### src/rtl/core/hrf_pkg.sv
// Shared types, constants and pattern tables of the HTTP request framer.
package hrf_pkg;

   // Widths of the framing counters.
   localparam int CountWidth   = 16;
   localparam int ContentWidth = 17;
   localparam int TotalWidth   = 18;

   // Pattern lengths, the saturation values of the content length and the byte count, and the capacity reset value.
   localparam logic [4:0] NameLen = 5'd17;
   localparam logic [2:0] TermLen = 3'd4;
   localparam logic [ContentWidth-1:0] ContentMax = 17'h1FFFF;
   localparam logic [CountWidth-1:0]   CountMax   = 16'hFFFF;
   localparam logic [CountWidth-1:0]   CapacityReset = 16'd4096;

   // Characters that matter to the scanners.
   localparam logic [7:0] CharCr    = 8'h0D;
   localparam logic [7:0] CharLf    = 8'h0A;
   localparam logic [7:0] CharSpace = 8'h20;
   localparam logic [7:0] CharZero  = 8'h30;
   localparam logic [7:0] CharNine  = 8'h39;

   // Register index of the capacity register.
   localparam logic [0:0] RegCapacity = 1'b0;

   // Result codes of one beat.
   typedef enum logic [1:0] {
      ST_PENDING  = 2'd0,
      ST_COMPLETE = 2'd1,
      ST_OVERFLOW = 2'd2,
      ST_IGNORED  = 2'd3
   } hrf_status_type;

   // Progress of the Content-Length value parser.
   typedef enum logic [1:0] {
      PH_SEEK   = 2'd0,
      PH_SPACE  = 2'd1,
      PH_DIGITS = 2'd2,
      PH_DONE   = 2'd3
   } hrf_phase_type;

   // One result beat.
   typedef struct packed {
      hrf_status_type          status;
      logic [CountWidth-1:0]   request_length;
      logic [CountWidth-1:0]   header_length;
   } hrf_result_type;

   // CR LF "Content-Length:" one character per index.
   function automatic logic [7:0] hrf_name_char(input logic [4:0] idx);
      logic [7:0] ch;
      unique case (idx)
         5'd0:    ch = CharCr;
         5'd1:    ch = CharLf;
         5'd2:    ch = 8'h43; // C
         5'd3:    ch = 8'h6F; // o
         5'd4:    ch = 8'h6E; // n
         5'd5:    ch = 8'h74; // t
         5'd6:    ch = 8'h65; // e
         5'd7:    ch = 8'h6E; // n
         5'd8:    ch = 8'h74; // t
         5'd9:    ch = 8'h2D; // -
         5'd10:   ch = 8'h4C; // L
         5'd11:   ch = 8'h65; // e
         5'd12:   ch = 8'h6E; // n
         5'd13:   ch = 8'h67; // g
         5'd14:   ch = 8'h74; // t
         5'd15:   ch = 8'h68; // h
         5'd16:   ch = 8'h3A; // :
         default: ch = 8'h00;
      endcase
      return ch;
   endfunction

   // CR LF CR LF one character per index.
   function automatic logic [7:0] hrf_term_char(input logic [1:0] idx);
      return idx[0] ? CharLf : CharCr;
   endfunction

endpackage

### src/rtl/core/hrf_if.sv
// Valid/ready channel interfaces for request bytes and framing results.

// Request byte channel.
interface hrf_req_if;
   logic       valid;
   logic       ready;
   logic [7:0] data_byte;
   logic       first;

   modport source (output valid, output data_byte, output first, input ready);
   modport sink   (input valid, input data_byte, input first, output ready);
endinterface

// Framing result channel.
interface hrf_rsp_if;
   logic        valid;
   logic        ready;
   logic [1:0]  status;
   logic [15:0] request_length;
   logic [15:0] header_length;

   modport source (output valid, output status, output request_length,
                   output header_length, input ready);
   modport sink   (input valid, input status, input request_length,
                   input header_length, output ready);
endinterface

### src/rtl/core/hrf_engine.sv
// Per-byte framing state and the combinational update that produces one result.
module hrf_engine (
   input  logic                   clock,
   input  logic                   reset,
   input  logic                   step,
   input  logic [7:0]             data_byte,
   input  logic                   first,
   input  logic [15:0]            capacity,
   output hrf_pkg::hrf_result_type result
);
   import hrf_pkg::*;

   // Framing state.
   logic [CountWidth-1:0]   byte_count_ff, byte_count_in;
   logic [2:0]              term_match_ff, term_match_in;
   logic [4:0]              name_match_ff, name_match_in;
   hrf_phase_type           phase_ff, phase_in;
   logic [ContentWidth-1:0] content_ff, content_in;
   logic [TotalWidth-1:0]   total_ff, total_in;
   logic [CountWidth-1:0]   header_len_ff, header_len_in;
   logic                    headers_seen_ff, headers_seen_in;
   logic                    finished_ff, finished_in;

   // Outcome flags handed from the update to the result logic.
   logic          was_finished;
   hrf_status_type status_sel;

   // Next-state logic: clear on first, then scan this beat.
   always_comb begin
      logic                    at_start;
      logic                    just_found;
      logic                    is_digit;
      logic [3:0]              digit;
      logic [4:0]              nm;
      logic [2:0]              tm;
      logic [20:0]             scaled;
      logic [TotalWidth-1:0]   sum;
      logic [CountWidth:0]     next_fill;

      byte_count_in   = byte_count_ff;
      term_match_in   = term_match_ff;
      name_match_in   = name_match_ff;
      phase_in        = phase_ff;
      content_in      = content_ff;
      total_in        = total_ff;
      header_len_in   = header_len_ff;
      headers_seen_in = headers_seen_ff;
      finished_in     = finished_ff;
      status_sel      = ST_PENDING;
      just_found      = 1'b0;
      nm              = '0;
      tm              = '0;

      if (first) begin
         byte_count_in   = '0;
         term_match_in   = '0;
         name_match_in   = '0;
         phase_in        = PH_SEEK;
         content_in      = '0;
         total_in        = '0;
         header_len_in   = '0;
         headers_seen_in = 1'b0;
         finished_in     = 1'b0;
      end

      was_finished = finished_in;
      at_start     = (byte_count_in == '0);
      is_digit     = (data_byte >= CharZero) && (data_byte <= CharNine);
      digit        = 4'(data_byte - CharZero);
      scaled       = {1'b0, content_in, 3'b000} + {3'b000, content_in, 1'b0}
                     + {17'd0, digit};
      sum          = '0;
      next_fill    = '0;

      if (!was_finished) begin
         if (byte_count_in != CountMax) begin
            byte_count_in = byte_count_in + 1'b1;
         end

         if (!headers_seen_in) begin
            // Content-Length name search and value parse.
            unique case (phase_in)
               PH_SEEK: begin
                  nm = at_start ? 5'd2 : name_match_in;
                  if ((nm < NameLen) && (data_byte == hrf_name_char(nm))) begin
                     nm = nm + 1'b1;
                  end else begin
                     nm = (data_byte == CharCr) ? 5'd1 : 5'd0;
                  end
                  name_match_in = nm;
                  if (nm >= NameLen) begin
                     phase_in = PH_SPACE;
                  end
               end
               PH_SPACE: begin
                  if (is_digit) begin
                     content_in = {13'd0, digit};
                     phase_in   = PH_DIGITS;
                  end else if (data_byte != CharSpace) begin
                     phase_in = PH_DONE;
                  end
               end
               PH_DIGITS: begin
                  if (is_digit) begin
                     content_in = (scaled > {4'd0, ContentMax}) ? ContentMax
                                                                : scaled[16:0];
                  end else begin
                     phase_in = PH_DONE;
                  end
               end
               default: begin
               end
            endcase

            // Blank line search.
            tm = term_match_in;
            if ((tm < TermLen) && (data_byte == hrf_term_char(tm[1:0]))) begin
               tm = tm + 1'b1;
            end else begin
               tm = (data_byte == CharCr) ? 3'd1 : 3'd0;
            end
            term_match_in = tm;

            // The value ends before the terminator's LF, so the old value holds.
            if (tm >= TermLen) begin
               headers_seen_in = 1'b1;
               just_found      = 1'b1;
               sum             = {2'b00, byte_count_in} + {1'b0, content_ff};
               total_in        = sum;
               header_len_in   = byte_count_in;
            end
         end

         next_fill = {1'b0, byte_count_in} + 1'b1;
         if (just_found && (total_in >= {2'b00, capacity})) begin
            status_sel  = ST_OVERFLOW;
            finished_in = 1'b1;
         end else if (headers_seen_in && ({2'b00, byte_count_in} >= total_in)) begin
            status_sel  = ST_COMPLETE;
            finished_in = 1'b1;
         end else if (next_fill >= {1'b0, capacity}) begin
            status_sel  = ST_OVERFLOW;
            finished_in = 1'b1;
         end
      end
   end

   // Result fields of this beat.
   always_comb begin
      result.status         = was_finished ? ST_IGNORED : status_sel;
      result.request_length = (!was_finished && (status_sel == ST_COMPLETE))
                              ? total_in[CountWidth-1:0] : '0;
      result.header_length  = headers_seen_in ? header_len_in : '0;
   end

   // State registers advance once per processed beat.
   always_ff @(posedge clock) begin
      if (reset) begin
         byte_count_ff   <= '0;
         term_match_ff   <= '0;
         name_match_ff   <= '0;
         phase_ff        <= PH_SEEK;
         content_ff      <= '0;
         total_ff        <= '0;
         header_len_ff   <= '0;
         headers_seen_ff <= 1'b0;
         finished_ff     <= 1'b0;
      end else if (step) begin
         byte_count_ff   <= byte_count_in;
         term_match_ff   <= term_match_in;
         name_match_ff   <= name_match_in;
         phase_ff        <= phase_in;
         content_ff      <= content_in;
         total_ff        <= total_in;
         header_len_ff   <= header_len_in;
         headers_seen_ff <= headers_seen_in;
         finished_ff     <= finished_in;
      end
   end

endmodule

### src/rtl/core/http_request_framer_unit.sv
// Top level of the HTTP request framer: byte channel, result channel, CSR port.

// The framer takes one request byte per beat and answers every byte with one
// result beat: pending, complete with the expected request length, overflow
// against the buffer capacity, or ignored once the request has finished. It
// sustains one byte per clock cycle while the result channel is not stalled;
// an accepted byte is loaded into the input register, and its result beat
// into the result register once that register is free or draining. The
// framing state update for one byte, including the multiply by ten of the
// Content-Length value and the capacity compares, is combinational.
// A byte with first set starts a new request. The capacity register lies at
// address 0, resets to 4096 and should be written only while no beats are in
// flight.
module http_request_framer_unit (
   input  logic        clock,
   input  logic        reset,
   hrf_req_if.sink     req_in,
   hrf_rsp_if.source   rsp_out,
   input  logic        csr_psel,
   input  logic        csr_penable,
   input  logic        csr_pwrite,
   input  logic [1:0]  csr_paddr,
   input  logic [31:0] csr_pwdata,
   output logic [31:0] csr_prdata,
   output logic        csr_pready
);
   import hrf_pkg::*;

   // Input register.
   logic       in_valid_ff, in_valid_in;
   logic [7:0] in_byte_ff;
   logic       in_first_ff;

   // Result register.
   logic           out_valid_ff, out_valid_in;
   hrf_result_type out_result_ff;
   hrf_result_type step_result;

   // Capacity register.
   logic [CountWidth-1:0] capacity_ff;
   logic                  csr_write;

   logic advance;
   logic take_in;

   // The input stage moves on when the result register is free or draining.
   assign advance      = in_valid_ff && (!out_valid_ff || rsp_out.ready);
   assign req_in.ready = !in_valid_ff || advance;
   assign take_in      = req_in.valid && req_in.ready;
   assign in_valid_in  = take_in || (in_valid_ff && !advance);
   assign out_valid_in = advance || (out_valid_ff && !rsp_out.ready);

   // Framing state and per-byte update.
   hrf_engine u_engine (
      .clock     (clock),
      .reset     (reset),
      .step      (advance),
      .data_byte (in_byte_ff),
      .first     (in_first_ff),
      .capacity  (capacity_ff),
      .result    (step_result)
   );

   // Pipeline valid flags.
   always_ff @(posedge clock) begin
      if (reset) begin
         in_valid_ff  <= 1'b0;
         out_valid_ff <= 1'b0;
      end else begin
         in_valid_ff  <= in_valid_in;
         out_valid_ff <= out_valid_in;
      end
   end

   // Pipeline payloads.
   always_ff @(posedge clock) begin
      if (take_in) begin
         in_byte_ff  <= req_in.data_byte;
         in_first_ff <= req_in.first;
      end
      if (advance) begin
         out_result_ff <= step_result;
      end
   end

   // Result channel.
   assign rsp_out.valid          = out_valid_ff;
   assign rsp_out.status         = out_result_ff.status;
   assign rsp_out.request_length = out_result_ff.request_length;
   assign rsp_out.header_length  = out_result_ff.header_length;

   // CSR write in the access phase; the single register decodes every address.
   assign csr_pready = 1'b1;
   assign csr_write  = csr_psel && csr_penable && csr_pwrite && csr_pready;

   always_ff @(posedge clock) begin
      if (reset) begin
         capacity_ff <= CapacityReset;
      end else if (csr_write) begin
         capacity_ff <= csr_pwdata[CountWidth-1:0];
      end
   end

   // CSR read data.
   always_comb begin
      csr_prdata = '0;
      if (csr_paddr == 2'(4 * RegCapacity)) begin
         csr_prdata = {16'd0, capacity_ff};
      end
   end

endmodule

### src/flat_wrapper.sv
// flat-port wrapper written by rule: the top's interface ports become plain ports
module http_request_framer_unit_flat import hrf_pkg::*;
  (clock, reset, csr_psel, csr_penable, csr_pwrite, csr_paddr, csr_pwdata, csr_prdata, csr_pready, req_in_valid, req_in_data_byte, req_in_first, req_in_ready, rsp_out_valid, rsp_out_status, rsp_out_request_length, rsp_out_header_length, rsp_out_ready);
  hrf_req_if req_in_i ();
  hrf_rsp_if rsp_out_i ();
  input  logic clock;
  input  logic reset;
  input  logic csr_psel;
  input  logic csr_penable;
  input  logic csr_pwrite;
  input  logic [1:0] csr_paddr;
  input  logic [31:0] csr_pwdata;
  output logic [31:0] csr_prdata;
  output logic csr_pready;
  input wire logic [$bits(req_in_i.valid)-1:0] req_in_valid;
  input wire logic [$bits(req_in_i.data_byte)-1:0] req_in_data_byte;
  input wire logic [$bits(req_in_i.first)-1:0] req_in_first;
  output wire logic [$bits(req_in_i.ready)-1:0] req_in_ready;
  output wire logic [$bits(rsp_out_i.valid)-1:0] rsp_out_valid;
  output wire logic [$bits(rsp_out_i.status)-1:0] rsp_out_status;
  output wire logic [$bits(rsp_out_i.request_length)-1:0] rsp_out_request_length;
  output wire logic [$bits(rsp_out_i.header_length)-1:0] rsp_out_header_length;
  input wire logic [$bits(rsp_out_i.ready)-1:0] rsp_out_ready;
  assign req_in_i.valid = req_in_valid;
  assign req_in_i.data_byte = req_in_data_byte;
  assign req_in_i.first = req_in_first;
  assign req_in_ready = req_in_i.ready;
  assign rsp_out_valid = rsp_out_i.valid;
  assign rsp_out_status = rsp_out_i.status;
  assign rsp_out_request_length = rsp_out_i.request_length;
  assign rsp_out_header_length = rsp_out_i.header_length;
  assign rsp_out_i.ready = rsp_out_ready;
  http_request_framer_unit u_core (.clock(clock), .reset(reset), .req_in(req_in_i), .rsp_out(rsp_out_i), .csr_psel(csr_psel), .csr_penable(csr_penable), .csr_pwrite(csr_pwrite), .csr_paddr(csr_paddr), .csr_pwdata(csr_pwdata), .csr_prdata(csr_prdata), .csr_pready(csr_pready));
endmodule
### config.mk
export PLATFORM = sky130hd
export DESIGN_NAME = http_request_framer_unit_flat
export DESIGN_NICKNAME = d
export VERILOG_FILES = /design/src/rtl/core/hrf_pkg.sv /design/src/rtl/core/hrf_if.sv /design/src/rtl/core/hrf_engine.sv /design/src/rtl/core/http_request_framer_unit.sv /design/src/flat_wrapper.sv
export SDC_FILE = /design/constraint.sdc
export NUM_CORES = 1
export LEC_CHECK = 0
export ABC_CLOCK_PERIOD_IN_PS = 8100
export BUFFER_PORTS_ARGS = -buffer_cell sky130_fd_sc_hd__buf_2
export CAP_MARGIN = 15
export CORE_MARGIN = 2
export CORE_UTILIZATION = 40
export CTS_CLUSTER_DIAMETER = 150
export DETAILED_ROUTE_END_ITERATION = 6
export PLACE_DENSITY = 0.58
export SLEW_MARGIN = 40
export SYNTH_ARGS = -nofsm -noshare
export SYNTH_HDL_FRONTEND = slang
export SYNTH_HIERARCHICAL = 1
export SYNTH_SLANG_ARGS = --single-unit
### constraint.sdc
create_clock -name clock -period 8.1 [get_ports clock]
set_input_delay 1.215 -clock clock [delete_from_list [all_inputs] [get_ports clock]]
set_output_delay 1.215 -clock clock [all_outputs]
set_load 0.01 [all_outputs]
# Word level (Yosys, flattened, before mapping)
# Memory sizes are Yosys's and may differ from the RTL's.
# Index checks and enable logic that the tools add are counted.
[totals]
register_bits = 140
rom_bits = 224
inputBits = 50
memories = 1
[classes]
add_sub_neg = 8
magnitude_cmp = 10
eq_ne = 8
mux = 66
n_reduce_logical = 24
[mem_list]
columns = ["name", "depth", "word_bits", "read_ports", "rd_clocked_by_memory_dff", "write_ports", "line", "source"]
rows = [
  ["(no name shown)", 32, 7, 1, 0, 0, "hrf_pkg.sv:52", "unique case (idx)"],
]
[op_table]
columns = ["cell", "n"]
rows = [
  ["$mux 16", 9],
  ["$mux 17", 6],
  ["$mux 18", 5],
  ["$mux 5", 9],
  ["$pmux 17 s2", 1],
  ["$mux 8", 3],
  ["$mux 2", 11],
  ["$add 20x18->21", 1],
  ["$add 21x4->21", 1],
  ["$gt 21x17->1 const B", 1],
  ["$mux 3", 7],
  ["$add 16x17->18", 1],
  ["$ge 16x18->1", 1],
  ["$ge 18x16->1", 1],
  ["$add 16x1->17 const B", 1],
  ["$ge 17x16->1", 1],
  ["$add 16x1->16 const B", 1],
  ["$logic_not 16->1", 1],
  ["$ne 16x16->1 const B", 1],
  ["$mux 1", 14],
  ["$logic_and 1x1->1", 12],
  ["$eq 8x4->1", 1],
  ["$eq 8x4->1 const B", 1],
  ["$eq 8x8->1", 1],
  ["other kinds (16)", 25],
]

# Depth between registers and ports, before layout
[logic_depth]
word_depth = 18
mapped_depth = 29
depth_no_buf = 26

# Cells and area by module
# The synthesis kept the hierarchy.
[modules_own_cells]
columns = ["mod", "n_inst", "cells_each", "area_per_inst_um2", "seq_area_each_um2"]
rows = [
  ["hrf_engine", 1, 1144, 8426.8, 1581.5],
  ["http_request_framer_unit", 1, 160, 2342.2, 1651.6],
]

# Worst setup path before layout
# No wires, ideal clock.
[synth_path]
kind = "flip-flop to flip-flop"
start = "reg u_core.in_first_ff"
end = "reg u_core.out_result_ff (netlist bit u_core/rsp_out.request_length[12]) (data pin)"
setup_time_ps = 265
arrival_ps = 6129
slack_ps = 1705
stages_incl_launch_ff = 29
path_buffers = 4
synth_period_minus_slack_ps = 6395
cell_sequence = "edfxtp_1 > clkbuf_1 > clkbuf_1 > clkbuf_1 > nor2b_1 > ha_1 > nand3b_1 > or4_1 > nor2_1 > xnor2_1 > ha_1 > inv_1 > fa_1 > nor2b_1 > o2111ai_1 > nand3b_1 > a21o_1 > a21oi_1 > xnor2_1 > a21oi_1 > ha_1 > a21oi_1 > nor2b_1 > o31ai_1 > o311ai_0 > maj3_1 > o211ai_1 > clkbuf_1 > nor2_1"
[synth_via]
elab_chain_len = 18
elab_cells_between_ends = 41
cone_classes = "add/sub: 4; order compare: 5; eq/ne: 3; mux: 24; reduce/logical: 5"
[synth_lines]
columns = ["element", "line", "source"]
rows = [
  ["start: declaration", "http_request_framer_unit.sv:32", "logic in_first_ff;"],
  ["start signal: assignment", "http_request_framer_unit.sv:79", "in_first_ff <= req_in.first;"],
  ["parallel branches: the longest is 18 deep, another holds $add 16x17->18", "--", ""],
  ["end signal: assignment", "http_request_framer_unit.sv:82", "out_result_ff <= step_result;"],
  ["end: declaration", "http_request_framer_unit.sv:36", "hrf_result_type out_result_ff;"],
]
# Several ways; the timed one is not identified. The select of a mux whose other input is x is not followed.
# A chain may end at the register's enable or synchronous reset.

# Worst setup path after layout
[layout_path]
start = "reg u_core.in_first_ff"
end = "reg u_core.out_result_ff (netlist bit u_core/rsp_out.status[1]) (data pin)"
[layout_via]
elab_chain_len = 16
elab_cells_between_ends = 37
cone_classes = "add/sub: 4; order compare: 5; eq/ne: 2; mux: 23; reduce/logical: 3"
[layout_lines]
columns = ["element"]
rows = [
  ["parallel branches: the longest is 16 deep, another holds $add 16x17->18"],
]
# Several ways; the timed one is not identified. The select of a mux whose other input is x is not followed.

==> results.toml <==
[grt]
grt_overflow = 0
grt_max_degree = 87
antenna_found_initial = 1
grt_pass1_wl_mm = 48.8
grt_usage = 0.215
grt_pass1_vias = 9042

[detailed_routing]
firstDrtPassIters = 6
dr_total_vias = 9564
drt_iter0_markers = 687
wl_mm = 30.4
antenna_left = 0
route.detailed.drc = 0
viasPerCell = 5.54
wl_per_cell_um = 17.6

[pwr]
irDropWorstVdd_uv = 103
p_leak_nw = 5.16
power_density_nw_per_um2 = 149

[die]
coreArea_um2 = 26700
initial_core_util = 0.403
die_area_um2 = 28300
num_io_pins = 119
std_cell_rows = 60
die_h_um = 168
fp.dieW_um = 168

[logic_synthesis]
ys_seq_elements = 140
synthTopCellsByArea = "dfxtp_1, ha_1, edfxtp_1"
syn_avg_cell_area_um2 = 8.26
synth_edf_count = 43
synthesis.instances = 1304
synth_top_area_share = 0.180
ys_seq_area_frac = 0.300
synth_xor_area_frac = 0.0350
yosysUniqueCellTypes = 80
ys_warn_count = 6
synth-compound-area-share = 0.215
ys.flop_type = "dfxtp_1"
async_flop_share = 0
synth_top_area_cell = "dfxtp_1"
synthAdderAreaFrac = 0.139
synth.area.mux_share = 0.0274
synth_top_family_by_area = "simple AND/OR/NAND/NOR gates"
netlist_area_um2 = 10800
synth-simple-area-share = 0.224

[clock_tree]
clock_latency_ns = 0.43
cts_htree_levels = 4
tritoncts = "yes"
post_cts_buffers = 0
cts.clk_slew.worst_paths_ns = 0.07
cts_resized = 0
cts_buffers = 17
cts.sinks = 140
holdBufCountCts = 0
cts_buffer_depth = 2
cts-root-buf = "clkbuf_16"

[flow_run]
cap_violations = 0

[sta]
fin_ws_ns = 1.09
fin_hold_ws_ns = 0.467
fmax_mhz = 143
relSlewSlack = 0.484
fin_tns_setup_ns = 0
skew_ns = 0.0153
finalSetupViolCount = 0
hold_viol_final = 0
layout_worst_path_cycle_share = 0.865
fin_crit_ns = 7.01
maxSlewViolCount = 0
rsz0062_at_grt = "false"
tightest_slew_ns = 0.759

[cells_and_area]
area_growth_syn_to_layout_pct = 12.7
nFillCells = 2722
layout-drive-gt1-share = 0.124
multi_input_area_um2 = 7000
register_area_um2 = 3230
nets = 1538

[worst_setup_path]
worstSetupStartpointType = "register"
cp_max_fo = 16
path_class = "reg -> reg"
cp.arrival_ns = 7.16
r2r_setup_slack_ns = 1.09
worst-r2r-cell-count = 23
critPathCaptureType = "register"
r2r_start = "u_core/in_first_ff"
crit_required_ns = 8.25
rr_endpoint = "u_core/rsp_out.status[1]"

[placed_design]
dp_worst_setup_slack_ns = 1.30
gp_congestion = 0.860
hpwlAfterDp_mm = 21.8
io_buffers = 85

[status]
outcome = "complete, no violations"

[hold_path]
min_path_type = "reg -> reg"
hold_start = "u_core/in_valid_ff"
min_to = "u_core/rsp_out.valid"
hold_path_depth = 2
## flip-flops by register name, indices dropped and copies added, names as in the netlist
name                             cells
u_core/u_engine/byte_count_ff       16
u_core/u_engine/content_ff          17
u_core/u_engine/header_len_ff       16
u_core/in_first_ff                   1
u_core/u_engine/term_match_ff        3
u_core/in_valid_ff                   1
u_core/rsp_out.request_length       16
u_core/u_engine/total_ff            18
u_core/u_engine/phase_ff             2
u_core/in_byte_ff                    8
u_core/u_engine/name_match_ff        5
u_core/rsp_out.valid                 1
u_core/u_engine/headers_seen_ff      1
u_core/capacity_ff                  16
u_core/u_engine/finished_ff          1
u_core/rsp_out.header_length        16
u_core/rsp_out.status                2
## how the worst max path moves through the flow
stage / from / endpoint / depth (start not counted)
final: u_core/in_first_ff / u_core/rsp_out.status[1] / 23
after global routing: u_core/in_first_ff / u_core/rsp_out.status[1] / 27
after CTS: u_core/in_first_ff / u_core/rsp_out.status[1] / 23
after detailed placement: u_core/in_first_ff / u_core/rsp_out.status[1] / 23
after global placement: u_core/in_first_ff / u_core/rsp_out.status[1] / 23
after floorplan: u_core/in_first_ff / u_core/rsp_out.request_length[12] / 28
## report_power, final
part / switching, mW / internal (mW)
registers: 0.0175 / 0.745
clock network: 0.383 / 0.449
logic: 0.139 / 0.0789
## metal layers
metal / global-route usage / share of wire / up-vias
met3: 0.0212 / 0.039 / 38
met5: 0 / 0 / -
met4: 0.0637 / 0.019 / 0
met1: 0.301 / 0.48 / 4474
li1: - / - / 4830
met2: 0.354 / 0.46 / 222
## cells in the mapped netlist (20+ instances only)
cell type / count
nor3_1: 26
inv_1: 65
nand3_1: 29
clkbuf_1: 48
nand2_1: 102
a22oi_1: 34
and2_1: 23
a211oi_1: 31
a21oi_1: 97
and3_1: 20
nor2_1: 137
a31oi_1: 21
edfxtp_1: 43
dfxtp_1: 97
nor2b_1: 37
nand2b_1: 48
a21o_1: 21
xnor2_1: 29
o21ai_0: 58
ha_1: 114
mux2i_1: 25
## cell type report
type / instances / area share
sequential: 140 / 0.266
timing repair buffer: 108 / 0.0498
inverter: 65 / 0.0201
antenna: 1 / 0.000206
multi-input combinational: 1039 / 0.577
clock buffer: 17 / 0.0351
tap: 341 / 0.0352
clock inverter: 15 / 0.0165
## kinds of logic (layout without fill, tap and decap cells)
kind of cell    Yosys count  count (layout)
fa+ha+maj               118             118
buf+inv                 140             205
other cells               2              18
simple gates            482             482
mux                      29              29
compound gates          350             350
xor+xnor                 43              43
flops                   140             140
## through the flow
stage / cells / utilization / instance area, um2 / power [mW]
global route: 1726 / 0.454 / 12100 / 1.88
finish: 1726 / 0.454 / 12100 / 1.81
CTS: 1725 / 0.454 / 12100 / 1.83
floorplan: 1319 / - / 10800 / 0.931
global placement: 1693 / 0.430 / 11500 / 0.991
detailed placement: 1693 / 0.430 / 11500 / 0.994
## cell usage in the layout (no fill, tap or decap), types with 5 or more instances in the layout
master / count
edfxtp_1: 43
nor2_1: 134
and3_1: 19
nand2_1: 101
a21o_1: 21
and2_1: 22
xnor2_1: 29
o21ai_0: 58
buf_2: 84
clkinv_8: 5
ha_1: 114
a211oi_1: 31
or3_1: 8
nor4_1: 8
buf_4: 23
xor2_1: 14
clkbuf_16: 17
o21a_1: 17
a21oi_1: 95
nand4_1: 14
a311oi_1: 6
conb_1: 17
nor2b_1: 36
mux2i_1: 24
dfxtp_1: 97
a221o_1: 8
or2_2: 5
nand2b_1: 48
o2111ai_1: 6
or4_1: 6
nand3_1: 29
a22oi_1: 34
inv_1: 65
a31oi_1: 21
nor3_1: 26
inv_8: 5
## critical path: stages, from the launching register on
cell      delay, ns
edfxtp_1       0.61
nor2b_1        0.31
ha_1           0.29
nand3b_1       0.10
or4_1          0.48
nor2_1         0.30
mux2_2         0.47
ha_1           0.32
a211oi_1       0.32
o21a_1         0.23
o21ai_0        0.16
o211a_1        0.31
o22ai_1        0.18
xnor2_1        0.10
a21oi_1        0.34
inv_1          0.08
ha_1           0.31
a211oi_1       0.32
a31oi_1        0.17
and3_1         0.22
a211oi_1       0.37
o21ai_0        0.16
a311oi_1       0.44
a31oi_1        0.13
Note: power is estimated with default switching activity, not from simulation.
